File: config.mk
export PLATFORM = sky130hd
export DESIGN_NAME = arb_ctrl
export DESIGN_NICKNAME = d
export VERILOG_FILES = /design/src/rtl/arb_pkg.sv /design/src/rtl/arb_ctrl.sv
export SDC_FILE = /design/constraint.sdc
export NUM_CORES = 1
export LEC_CHECK = 0
export BUFFER_PORTS_ARGS = -buffer_cell sky130_fd_sc_hd__buf_2
export CORE_AREA = 2 2 39 41
export CTS_CLUSTER_DIAMETER = 150
export DETAILED_ROUTE_END_ITERATION = 6
export DIE_AREA = 0 0 41 43
export PLACE_DENSITY = 0.36
export SYNTH_ARGS = -nofsm -noshare
export SYNTH_HDL_FRONTEND = slang
export SYNTH_SLANG_ARGS = --single-unit
export TNS_END_PERCENT = 20
File: constraint.sdc
create_clock -name clock -period 2.6 [get_ports clock]
set_input_delay 0.26 -clock clock [delete_from_list [all_inputs] [get_ports clock]]
set_output_delay 0.26 -clock clock [all_outputs]
set_load 0.005 [all_outputs]
File: src/rtl/arb_pkg.sv
// Shared types and constants for the audio ring buffer with newest-sample reads.
package arb_pkg;

   // Store geometry. DEPTH must be a power of two so the pointers wrap by overflow.
   localparam int DEPTH    = 4096;
   localparam int AW       = $clog2(DEPTH);
   localparam int CW       = AW + 1;
   localparam int MAX_READ = 64;
   localparam int NW       = $clog2(MAX_READ + 1);

   // Operation codes carried in the request.
   localparam logic OP_WRITE = 1'b0;
   localparam logic OP_READ  = 1'b1;

   typedef struct packed {
      logic               operation;
      logic signed [15:0] sample_in;
      logic               block_start;
      logic [6:0]         max_count;
   } req_type;

   typedef struct packed {
      logic signed [15:0] sample_out;
      logic               sample_valid;
      logic               last_of_read;
   } rsp_type;

   // Controller to datapath commands.
   typedef struct packed {
      logic write_en;
      logic load_read;
      logic rd_issue;
      logic emit_empty;
   } cmd_type;

   // Datapath to controller status.
   typedef struct packed {
      logic want_zero;
      logic fill_zero;
      logic last_issue;
      logic out_free;
   } sts_type;

endpackage

File: src/rtl/arb_ctrl.sv
// Controller: accepts requests and sequences the read bursts.
module arb_ctrl (
   input  logic             clock,
   input  logic             reset,
   input  logic             req_valid,
   input  logic             req_operation,
   output logic             req_stall,
   input  arb_pkg::sts_type sts,
   output arb_pkg::cmd_type cmd
);

   typedef enum logic [1:0] {
      ST_IDLE,
      ST_BURST,
      ST_EMPTY
   } state_type;

   state_type state_ff, state_in;
   logic      accept;

   always_comb begin
      req_stall = (state_ff != ST_IDLE);
      accept    = req_valid && !req_stall;

      cmd.write_en   = accept && (req_operation == arb_pkg::OP_WRITE);
      cmd.load_read  = accept && (req_operation == arb_pkg::OP_READ) &&
                       !sts.want_zero && !sts.fill_zero;
      cmd.rd_issue   = (state_ff == ST_BURST) && sts.out_free;
      cmd.emit_empty = (state_ff == ST_EMPTY) && sts.out_free;

      state_in = state_ff;
      case (state_ff)
         ST_IDLE: begin
            if (accept && (req_operation == arb_pkg::OP_READ) && !sts.want_zero) begin
               state_in = sts.fill_zero ? ST_EMPTY : ST_BURST;
            end
         end
         ST_BURST: begin
            if (cmd.rd_issue && sts.last_issue) begin
               state_in = ST_IDLE;
            end
         end
         ST_EMPTY: begin
            if (cmd.emit_empty) begin
               state_in = ST_IDLE;
            end
         end
         default: begin
            state_in = ST_IDLE;
         end
      endcase
   end

   always_ff @(posedge clock) begin
      if (reset) begin
         state_ff <= ST_IDLE;
      end else begin
         state_ff <= state_in;
      end
   end

endmodule

==> results_dict.tcl, run 1 <==
set metrics [dict create \
    run_status "complete, no violations" \
    number_of_warnings_issued_by_yosys 0 \
    chipHeight_um 43 \
    first_iter_violations 2 \
    timing.rr.start "state_ff[0]" \
    dpl.cell_count 43 \
    timing.reg2reg.setup_slack_ps 1400 \
    power.share.sequential_pct 27.3 \
    first_global_vias 151 \
    p_clk_share_pct 57.1 \
    irDropWorstVdd_mv 0.130 \
    biggestRegsByFlops "state_ff x2" \
    grt_pass1_wl_um 600 \
    setup_viol 0 \
    fp.dieArea_um2 1760 \
    max_freq_ghz 0.621 \
    cts_num_sinks 2 \
    post-route-worst-setup-slack_ps 989 \
    synthAdderAreaFrac_pct 0 \
    cp_slowest_cell "or3b_4" \
    worst_slew_pin_slew_ps 260 \
    power_density_nw_per_um2 478 \
    synthArstFlopShare_pct 0 \
    synthesized_area_fraction_occupied_by_ao_oa_aoi_and_oai_cells_pct 16.1 \
    hold_path_class "in -> reg" \
    dp_worst_setup_slack_ps 1210 \
    p_leak_nw 0.140 \
    antenna_cells 0 \
    power.total_uw 119 \
    rows 14 \
    critical_path_arrival_ps 1350 \
    detailedPlacementHpwl_um 335 \
    initial_core_util_pct 10.7 \
    crit_path_max_incr_delay_ps 420 \
    max_cap_violations 0 \
    netlist-cell-type-count 13 \
    crit_path_max_fanout 5 \
    p_comb_share_pct 15.6 \
    register_area_um2 40.0 \
    synth_xor_xnor_area_share_pct 0 \
    overall_overflow_remaining_after_global_route 0 \
    syn_to_final_growth_pct 69.5 \
    synth.area.top_cells "dfxtp_1 (27%), nor4b_4 (16%), or3b_4 (7.6%), and3b_2 (6.8%), o21ba_1 (6.8%)" \
    drtAntennaViolNets 0 \
    wl_um 407 \
    cp_num_buf_inv 1 \
    htreeDepth 1 \
    finalCriticalPeriod_ps 1610 \
    reg2regPathDepth 3 \
    final.setup.tns_ps 0 \
    groute.usage.overall_pct 5.91 \
    final.setup_skew_ps 3.21 \
    portBuffers 12 \
    avgRoutedWirePerCell_um 8.85 \
    largest-register "state_ff" \
    routabilityCongestion 0.533 \
    synth_top_area_share_pct 27.1 \
    path_class "reg -> out" \
    postSynthCellCount 15 \
    path_delay_family "simple AND/OR/NAND/NOR gates" \
    num_vias 175 \
    layout_cells_sized_above_1_pct 66.7 \
    cts_tree "yes" \
    syn_nets 23 \
    critical_path.endpoint_type "output port" \
    drtPass1Iterations 2 \
    synthesis.area_per_instance_um2 9.84 \
    cts_hold_buf 0 \
    clock_tree.buffer_depth 2 \
    worstSkewPairLatency_ps 220 \
    post-cts-setup-buffer-count 0 \
    synth_simple_gate_area_share_pct 54.2 \
    net-switching-power_uw 26.0 \
    worst_hold_path_endpoint "state_ff[1]" \
    remaining_drc_errors 0 \
    worstReg2RegEnd "state_ff[0]" \
    final-hold-violation-count 0 \
    timing.slew.headroom_pct 82.5 \
    hold-path-cell-count 2 \
    yosysTopAreaCell "dfxtp_1" \
    internal_power_uw 93.5 \
    maxSlewViolCount 0 \
    postSynthRegisterBits 2 \
    fin_area_um2 250 \
    rsz0062_at_grt "false" \
    yosysSeqAreaShare_pct 27.1 \
    post_dp_cell_area_um2 228 \
    layout_worst_path_cycle_share_pct 62.0 \
    count_of_boundary_i_o_pins 13 \
    final.fill_count 156 \
    power.switching_fraction_pct 21.7 \
    ctsRootBufferMaster "clkbuf_4" \
    grt_start_max_net_pins 6 \
    multiInputGateArea_um2 104 \
    synth_area_um2 148 \
    antenna_found_initial 0 \
    largest_reg_flops 2 \
    synth-main-ff-cell "dfxtp_1" \
    muxShareOfSynthArea_pct 0 \
    detail_route.vias_per_cell 3.80 \
    tritoncts.num_buffers 3 \
    worstPathCellList "or3b_4, nor4b_4, buf_2" \
    required_ps 2340 \
    cts_resized 0 \
    setup.worst_path.start_class "register" \
    dominant_combinational_cell_family_by_area_after_synthesis "simple AND/OR/NAND/NOR gates" \
    coreArea_um2 1380 \
    timing.hold.worst.start "reset" \
    synthTopCellsByCount "dfxtp_1 (2), nor2_1 (2)" \
    cts.clk_slew.worst_paths_ps 30 \
    die_w_um 41 \
    finalNetCount 40 \
    count_of_flip_flops_with_a_built_in_enable_after_synthesis 0 \
    instances_no_fill 46 \
]
worst reg2reg max path, cell delays in order (launching register included):
cell and delay [ps]:
dfxtp_1 320, or3b_4 420, nor4b_4 230, o21ba_1 160
power by group through the flow:
stage | combinational (mW) | clock, mW | sequential [mW]
floorplan | 0.00858 | 0 | 0.0327
global placement | 0.0188 | 0 | 0.0330
detailed placement | 0.0189 | 0 | 0.0330
CTS | 0.0190 | 0.0732 | 0.0326
global route | 0.0208 | 0.0783 | 0.0328
finish | 0.0187 | 0.0682 | 0.0326
cell type report:
type | instances | share of cell area [%]
multi-input cells | 12 | 41.5
repair buffers | 12 | 24.0
flip-flops and latches | 2 | 16.0
clock buffers | 3 | 9.00
well taps | 16 | 8.00
inverters | 1 | 1.50
how the worst max path moves through the flow:
stage,from,endpoint,depth (start not counted)
after detailed placement,state_ff[0],cmd[2],3
after global placement,state_ff[0],cmd[2],3
after global routing,state_ff[0],cmd[2],3
final,state_ff[0],cmd[2],3
after CTS,state_ff[0],cmd[2],3
after floorplan,state_ff[0],cmd[2],2
per-layer routing:
metal  share of wire, %  routed length (µm)  vias up  GRT usage, %
li1                   -                   -       88             -
met1                 38                 153       75          5.43
met2                 43                 175       10          6.25
met3                 17                  70        2          6.81
met4                2.0                   8        0          6.00
met5                  0                   0        -             0
placed cells by master, fill, tap and decap left out, types with 2 or more instances in the layout:
cell / n
buf_2: 12
clkbuf_4: 3
dfxtp_1: 2
nor2_1: 2
logic make-up after synthesis:
| kind of cell | Yosys count |
|---|---|
| flip-flops | 2 |
| AND/OR/NAND/NOR | 9 |
| AO/OA/AOI/OAI | 3 |
| buffers and inverters | 1 |
metrics by stage:
stage,hold slack [ps],util [%]
after CTS,244,18.1
after global routing,250,18.1
final,253,18.1
after detailed placement,481,16.5
after global placement,487,16.5
after floorplan,360,-
(Power assumes the default switching activity.)
==> run 2, diff against run 1 <==
--- a/config.mk
+++ b/config.mk
@@ -5,6 +5,7 @@
 export SDC_FILE = /design/constraint.sdc
 export NUM_CORES = 1
 export LEC_CHECK = 0
+export ABC_AREA = 1
 export BUFFER_PORTS_ARGS = -buffer_cell sky130_fd_sc_hd__buf_2
 export CORE_AREA = 2 2 39 41
 export CTS_CLUSTER_DIAMETER = 150
==> constraint.sdc (replaced) <==
create_clock -name clock -period 1.4 [get_ports clock]
set_input_delay 0.14 -clock clock [delete_from_list [all_inputs] [get_ports clock]]
set_output_delay 0.14 -clock clock [all_outputs]
set_load 0.005 [all_outputs]
==> results_dict.tcl, run 2 <==
set metrics [dict create \
    worstSkewPairLatency_ps 220 \
    largest-register "state_ff" \
    count_of_flip_flops_with_a_built_in_enable_after_synthesis 0 \
    avgRoutedWirePerCell_um 7.58 \
    worst_slew_pin_slew_ps 177 \
    synth_top_area_share_pct 27.6 \
    syn_to_final_growth_pct 70.7 \
    first_global_vias 181 \
    cts.clk_slew.worst_paths_ps 30 \
    multiInputGateArea_um2 75.1 \
    remaining_drc_errors 0 \
    path_class "reg -> out" \
    hold_path_class "in -> reg" \
    drtAntennaViolNets 0 \
    cts_resized 0 \
    setup.worst_path.start_class "register" \
    cts_num_sinks 2 \
    power_density_nw_per_um2 874 \
    wl_um 402 \
    final_common_cell "buf_2" \
    layout_worst_path_cycle_share_pct 83.9 \
    antenna_found_initial 0 \
    maxSlewViolCount 0 \
    max_freq_ghz 0.852 \
    critical_path_depth 4 \
    postSynthCellCount 22 \
    portBuffers 12 \
    first_iter_violations 4 \
    coreArea_um2 1380 \
    final.fill_count 164 \
    num_vias 187 \
    critical_path.endpoint_type "output port" \
    yosysTopAreaCell "dfxtp_1" \
    most_common_cell_in_the_synthesized_netlist "inv_1" \
    run_status "complete, no violations" \
    irDropWorstVdd_mv 0.229 \
    crit_path_max_incr_delay_ps 340 \
    mostFrequentLayoutCells "buf_2 (12), inv_1 (8), clkbuf_4 (3)" \
    antenna_cells 0 \
    biggestRegsByFlops "state_ff x2" \
    synth.area.top_cells "dfxtp_1 (28%), inv_1 (21%), nand4_2 (8.6%), nor2_2 (8.6%), nor3_1 (6.9%)" \
    cp_slowest_cell "dfxtp_1" \
    largest_reg_flops 2 \
    detailedPlacementHpwl_um 335 \
    register_area_um2 40.0 \
    tritoncts.num_buffers 3 \
    rows 14 \
    finalCriticalPeriod_ps 1170 \
    syn_nets 30 \
    overall_overflow_remaining_after_global_route 0 \
    grt_start_max_net_pins 6 \
    p_leak_nw 0.149 \
    synthTopCellsByCount "inv_1 (8), dfxtp_1 (2), nor2_2 (2), nor3_1 (2)" \
    fp.dieArea_um2 1760 \
    crit_path_max_fanout 5 \
    layout_cells_sized_above_1_pct 51.4 \
    groute.usage.overall_pct 5.71 \
    final-hold-violation-count 0 \
    count_of_boundary_i_o_pins 13 \
    chipHeight_um 43 \
    fin_util_pct 17.9 \
    initial_core_util_pct 10.5 \
    cp_num_buf_inv 2 \
    synth_area_um2 145 \
    finalNetCount 47 \
    die_w_um 41 \
    synthArstFlopShare_pct 0 \
    routabilityCongestion 0.639 \
    crit_path_start "state_ff[1]" \
    final.setup.tns_ps 0 \
    cts_tree "yes" \
    path_delay_family "flip-flops" \
    htreeDepth 1 \
    timing.slew.headroom_pct 88.1 \
    rsz0062_at_grt "false" \
    setup_viol 0 \
    cts_hold_buf 0 \
    final.setup_skew_ps 3.86 \
    detail_route.vias_per_cell 3.53 \
    ctsRootBufferMaster "clkbuf_4" \
    grt_pass1_wl_um 600 \
    number_of_warnings_issued_by_yosys 0 \
    max_cap_violations 0 \
    synthesis.area_per_instance_um2 6.60 \
    worstPathCellList "nor2_2, nand4_2, inv_1, buf_2" \
    timing.hold.worst.start "reset" \
    yosysSeqAreaShare_pct 27.6 \
    post-cts-setup-buffer-count 0 \
    clock_tree.buffer_depth 2 \
    drtPass1Iterations 4 \
    timing.rr.start "state_ff[1]" \
    postSynthRegisterBits 2 \
    netlist-cell-type-count 12 \
    synth-main-ff-cell "dfxtp_1" \
    reg2regPathDepth 3 \
    critical_path_arrival_ps 1030 \
    required_ps 1260 \
    hold-path-cell-count 2 \
]
## run 2: logic make-up after synthesis
group | after synthesis | share of synthesized area (%)
AND/OR/NAND/NOR | 9 | 38.8
AO/OA/AOI/OAI | 3 | 12.9
buffers and inverters | 8 | 20.7
flip-flops | 2 | 27.6
## run 2: per-stage QoR
stage	cell area, µm²	instances	worst slack (ps)	total power, mW	hold slack, ps
2_1_floorplan	145	22	602	0.0754	202
3_3_place_gp	225	50	465	0.0937	324
3_5_place_dp	225	50	453	0.0936	319
4_1_cts	248	53	204	0.226	84.2
5_1_grt	248	53	138	0.244	74.3
6_report	248	53	226	0.216	94.6
## run 2: path summary, 6_finish.rpt
check	endpoint	slack, ps
setup reg to reg	state_ff[0]	560
setup / recovery	cmd[2]	230
hold reg to reg	state_ff[1]	550
hold / removal	state_ff[0]	90
## run 2: final cells by class
type,count,area share [%]
clock buffer,3,9.09
inverter,8,12.1
multi-input combinational,12,30.3
sequential,2,16.2
tap,16,8.08
timing repair buffer,12,24.2
## run 2: worst register-to-register path: stages, from the launching register on
cell and delay, ps:
dfxtp_1 340, nor2_2 170, nand4_2 130, a21oi_2 120
## run 2: routing by layer
metal / up-vias / part of all wire [%] / global-route usage (%)
li1: 100 / - / -
met1: 79 / 42 / 5.75
met2: 8 / 49 / 6.56
met3: 0 / 8.2 / 3.14
met4: 0 / 0 / 8.00
met5: - / 0 / 0
## run 2: power by group
part | switching (mW) | leakage (nW) | internal (mW) | total [mW]
clock network | 0.0297 | 0.0138 | 0.0943 | 0.124
registers | 0.00170 | 0.0162 | 0.0590 | 0.0607
logic | 0.0161 | 0.119 | 0.0156 | 0.0318
==> run 3, diff against run 2 <==
--- a/config.mk
+++ b/config.mk
@@ -5,13 +5,13 @@
 export SDC_FILE = /design/constraint.sdc
 export NUM_CORES = 1
 export LEC_CHECK = 0
-export ABC_AREA = 1
+export ABC_AREA = 0
 export BUFFER_PORTS_ARGS = -buffer_cell sky130_fd_sc_hd__buf_2
 export CORE_AREA = 2 2 39 41
 export CTS_CLUSTER_DIAMETER = 150
 export DETAILED_ROUTE_END_ITERATION = 6
 export DIE_AREA = 0 0 41 43
-export PLACE_DENSITY = 0.36
+export PLACE_DENSITY = 0.37
 export SYNTH_ARGS = -nofsm -noshare
 export SYNTH_HDL_FRONTEND = slang
 export SYNTH_SLANG_ARGS = --single-unit
==> constraint.sdc (replaced) <==
create_clock -name clock -period 1 [get_ports clock]
set_input_delay 0.1 -clock clock [delete_from_list [all_inputs] [get_ports clock]]
set_output_delay 0.1 -clock clock [all_outputs]
set_load 0.005 [all_outputs]
==> results_dict.tcl, run 3 (synthesized netlist as in run 1, its figures left out) <==
set metrics [dict create \
    register_area_um2 42.5 \
    crit_end "cmd[2]" \
    rsz0062_at_grt "true" \
    timing.hold.worst.start "sts[3]" \
    rows 14 \
    count_of_boundary_i_o_pins 13 \
    detailedPlacementHpwl_um 420 \
    drtAntennaViolNets 0 \
    fp.dieArea_um2 1760 \
    reg2regPathDepth 3 \
    htreeDepth 1 \
    power_density_nw_per_um2 1120 \
    antenna_cells 0 \
    layout_worst_path_cycle_share_pct 144 \
    post-route-worst-setup-slack_ps -443 \
    setup.worst_path.start_class "register" \
    mostFrequentLayoutCells "buf_2 (11), clkbuf_4 (3), buf_4 (3)" \
    maxSlewViolCount 0 \
    p_leak_nw 0.162 \
    path_class "reg -> out" \
    remaining_drc_errors 0 \
    detail_route.vias_per_cell 3.86 \
    antenna_found_initial 0 \
    required_ps 900 \
    post-cts-setup-buffer-count 0 \
    power.share.sequential_pct 25.6 \
    critical_path_arrival_ps 1340 \
    dp_worst_setup_slack_ps -207 \
    critical_path.endpoint_type "output port" \
    p_comb_share_pct 19.7 \
    grt_start_max_net_pins 4 \
    final.fill_count 153 \
    cts.clk_slew.worst_paths_ps 30 \
    first_iter_violations 0 \
    routabilityCongestion 0.592 \
    max_cap_violations 0 \
    run_status "finished, violations left" \
    tritoncts.num_buffers 3 \
    clock_tree.buffer_depth 2 \
    groute.usage.overall_pct 7.52 \
    final.setup_skew_ps 2.26 \
    net-switching-power_uw 75.4 \
    worstSkewPairLatency_ps 230 \
    layout_cells_sized_above_1_pct 76.5 \
    irDropWorstVdd_mv 0.252 \
    chipHeight_um 43 \
    internal_power_uw 255 \
    first_global_vias 219 \
    crit_path_start "state_ff[0]" \
    ctsRootBufferMaster "clkbuf_4" \
    finalCriticalPeriod_ps 1440 \
    overall_overflow_remaining_after_global_route 0 \
    multiInputGateArea_um2 106 \
    finalNetCount 44 \
    biggestRegsByFlops "state_ff x2" \
    num_vias 193 \
    final_common_cell "buf_2" \
    timing.slew.headroom_pct 83.4 \
    worstReg2RegEnd "state_ff[0]" \
    max_freq_ghz 0.693 \
    avgRoutedWirePerCell_um 10.1 \
    setup_viol 7 \
    drtPass1Iterations 1 \
    cts_num_sinks 2 \
    cts_tree "yes" \
    p_clk_share_pct 54.7 \
    failed_checks "setup timing" \
    crit_path_max_fanout 3 \
    grt_pass1_wl_um 759 \
    hold_path_class "in -> reg" \
    power.switching_fraction_pct 22.8 \
    portBuffers 12 \
    syn_to_final_growth_pct 100 \
    largest-register "state_ff" \
    cts_hold_buf 0 \
    wl_um 507 \
    initial_core_util_pct 10.7 \
    worst_slew_pin_slew_ps 246 \
    final-hold-violation-count 0 \
    timing.rr.start "state_ff[0]" \
    coreArea_um2 1380 \
    timing.reg2reg.setup_slack_ps -170 \
    fin_util_pct 21.3 \
    largest_reg_flops 2 \
    die_w_um 41 \
]
## run 3: cell count changes in the layout (fill, tap and decap cells not counted), moves of 2 or more
cell,delta
nor3_1,-2
nor2_2,-2
inv_1,-7
buf_4,+3
dfxtp_1,-2
buf_6,+2
dfxtp_2,+2
## run 3: worst min-delay path by stage
stage,end,slack (ps),cells past startpoint
6_report,state_ff[1],110,2
5_1_grt,state_ff[1],110,2
4_1_cts,state_ff[1],110,2
3_5_place_dp,state_ff[1],360,2
3_3_place_gp,state_ff[1],360,2
2_1_floorplan,state_ff[1],200,1
## run 3: routing by layer
metal	track usage, %	vias up	part of all wire, %
li1	-	94	-
met1	3.51	91	25
met2	12.5	8	64
met3	6.28	0	9.9
met4	8.00	0	0
met5	0	-	0
## run 3: timing repair
item,CTS,global route
hold endpoints to repair,0,0
resized for setup,5,0
pin swaps,1,1
setup endpoints to repair,7,7
## run 3: area by class of cell
type | instances | share of cell area [%]
sequential | 2 | 14.4
multi-input combinational | 12 | 36.0
clock buffer | 3 | 7.63
tap | 16 | 6.78
timing repair buffer | 16 | 33.9
inverter | 1 | 1.27
## run 3: critical path, cell delays in order (launching register included)
cell     delay (ps)
dfxtp_2         310
or3b_4          420
nor4b_4         240
buf_2           160
## run 3: power groups by stage
| stage | registers [mW] | clock network, mW | logic (mW) |
|---|---|---|---|
| 6_report | 0.0847 | 0.181 | 0.0651 |
| 5_1_grt | 0.0851 | 0.209 | 0.0695 |
| 4_1_cts | 0.0847 | 0.194 | 0.0658 |
| 3_5_place_dp | 0.0851 | 0 | 0.0608 |
| 3_3_place_gp | 0.0852 | 0 | 0.0583 |
| 2_1_floorplan | 0.0851 | 0 | 0.0223 |
## run 3: metrics by stage
stage | hold WS [ps] | cell area, µm² | std cells | TNS [ps] | power (mW)
after floorplan | 200 | 148 | 15 | -339 | 0.107
after global placement | 359 | 258 | 47 | -516 | 0.143
after detailed placement | 355 | 258 | 47 | -570 | 0.146
after CTS | 105 | 295 | 50 | -1540 | 0.345
after global routing | 109 | 295 | 50 | -1800 | 0.364
final | 114 | 295 | 50 | -1430 | 0.331
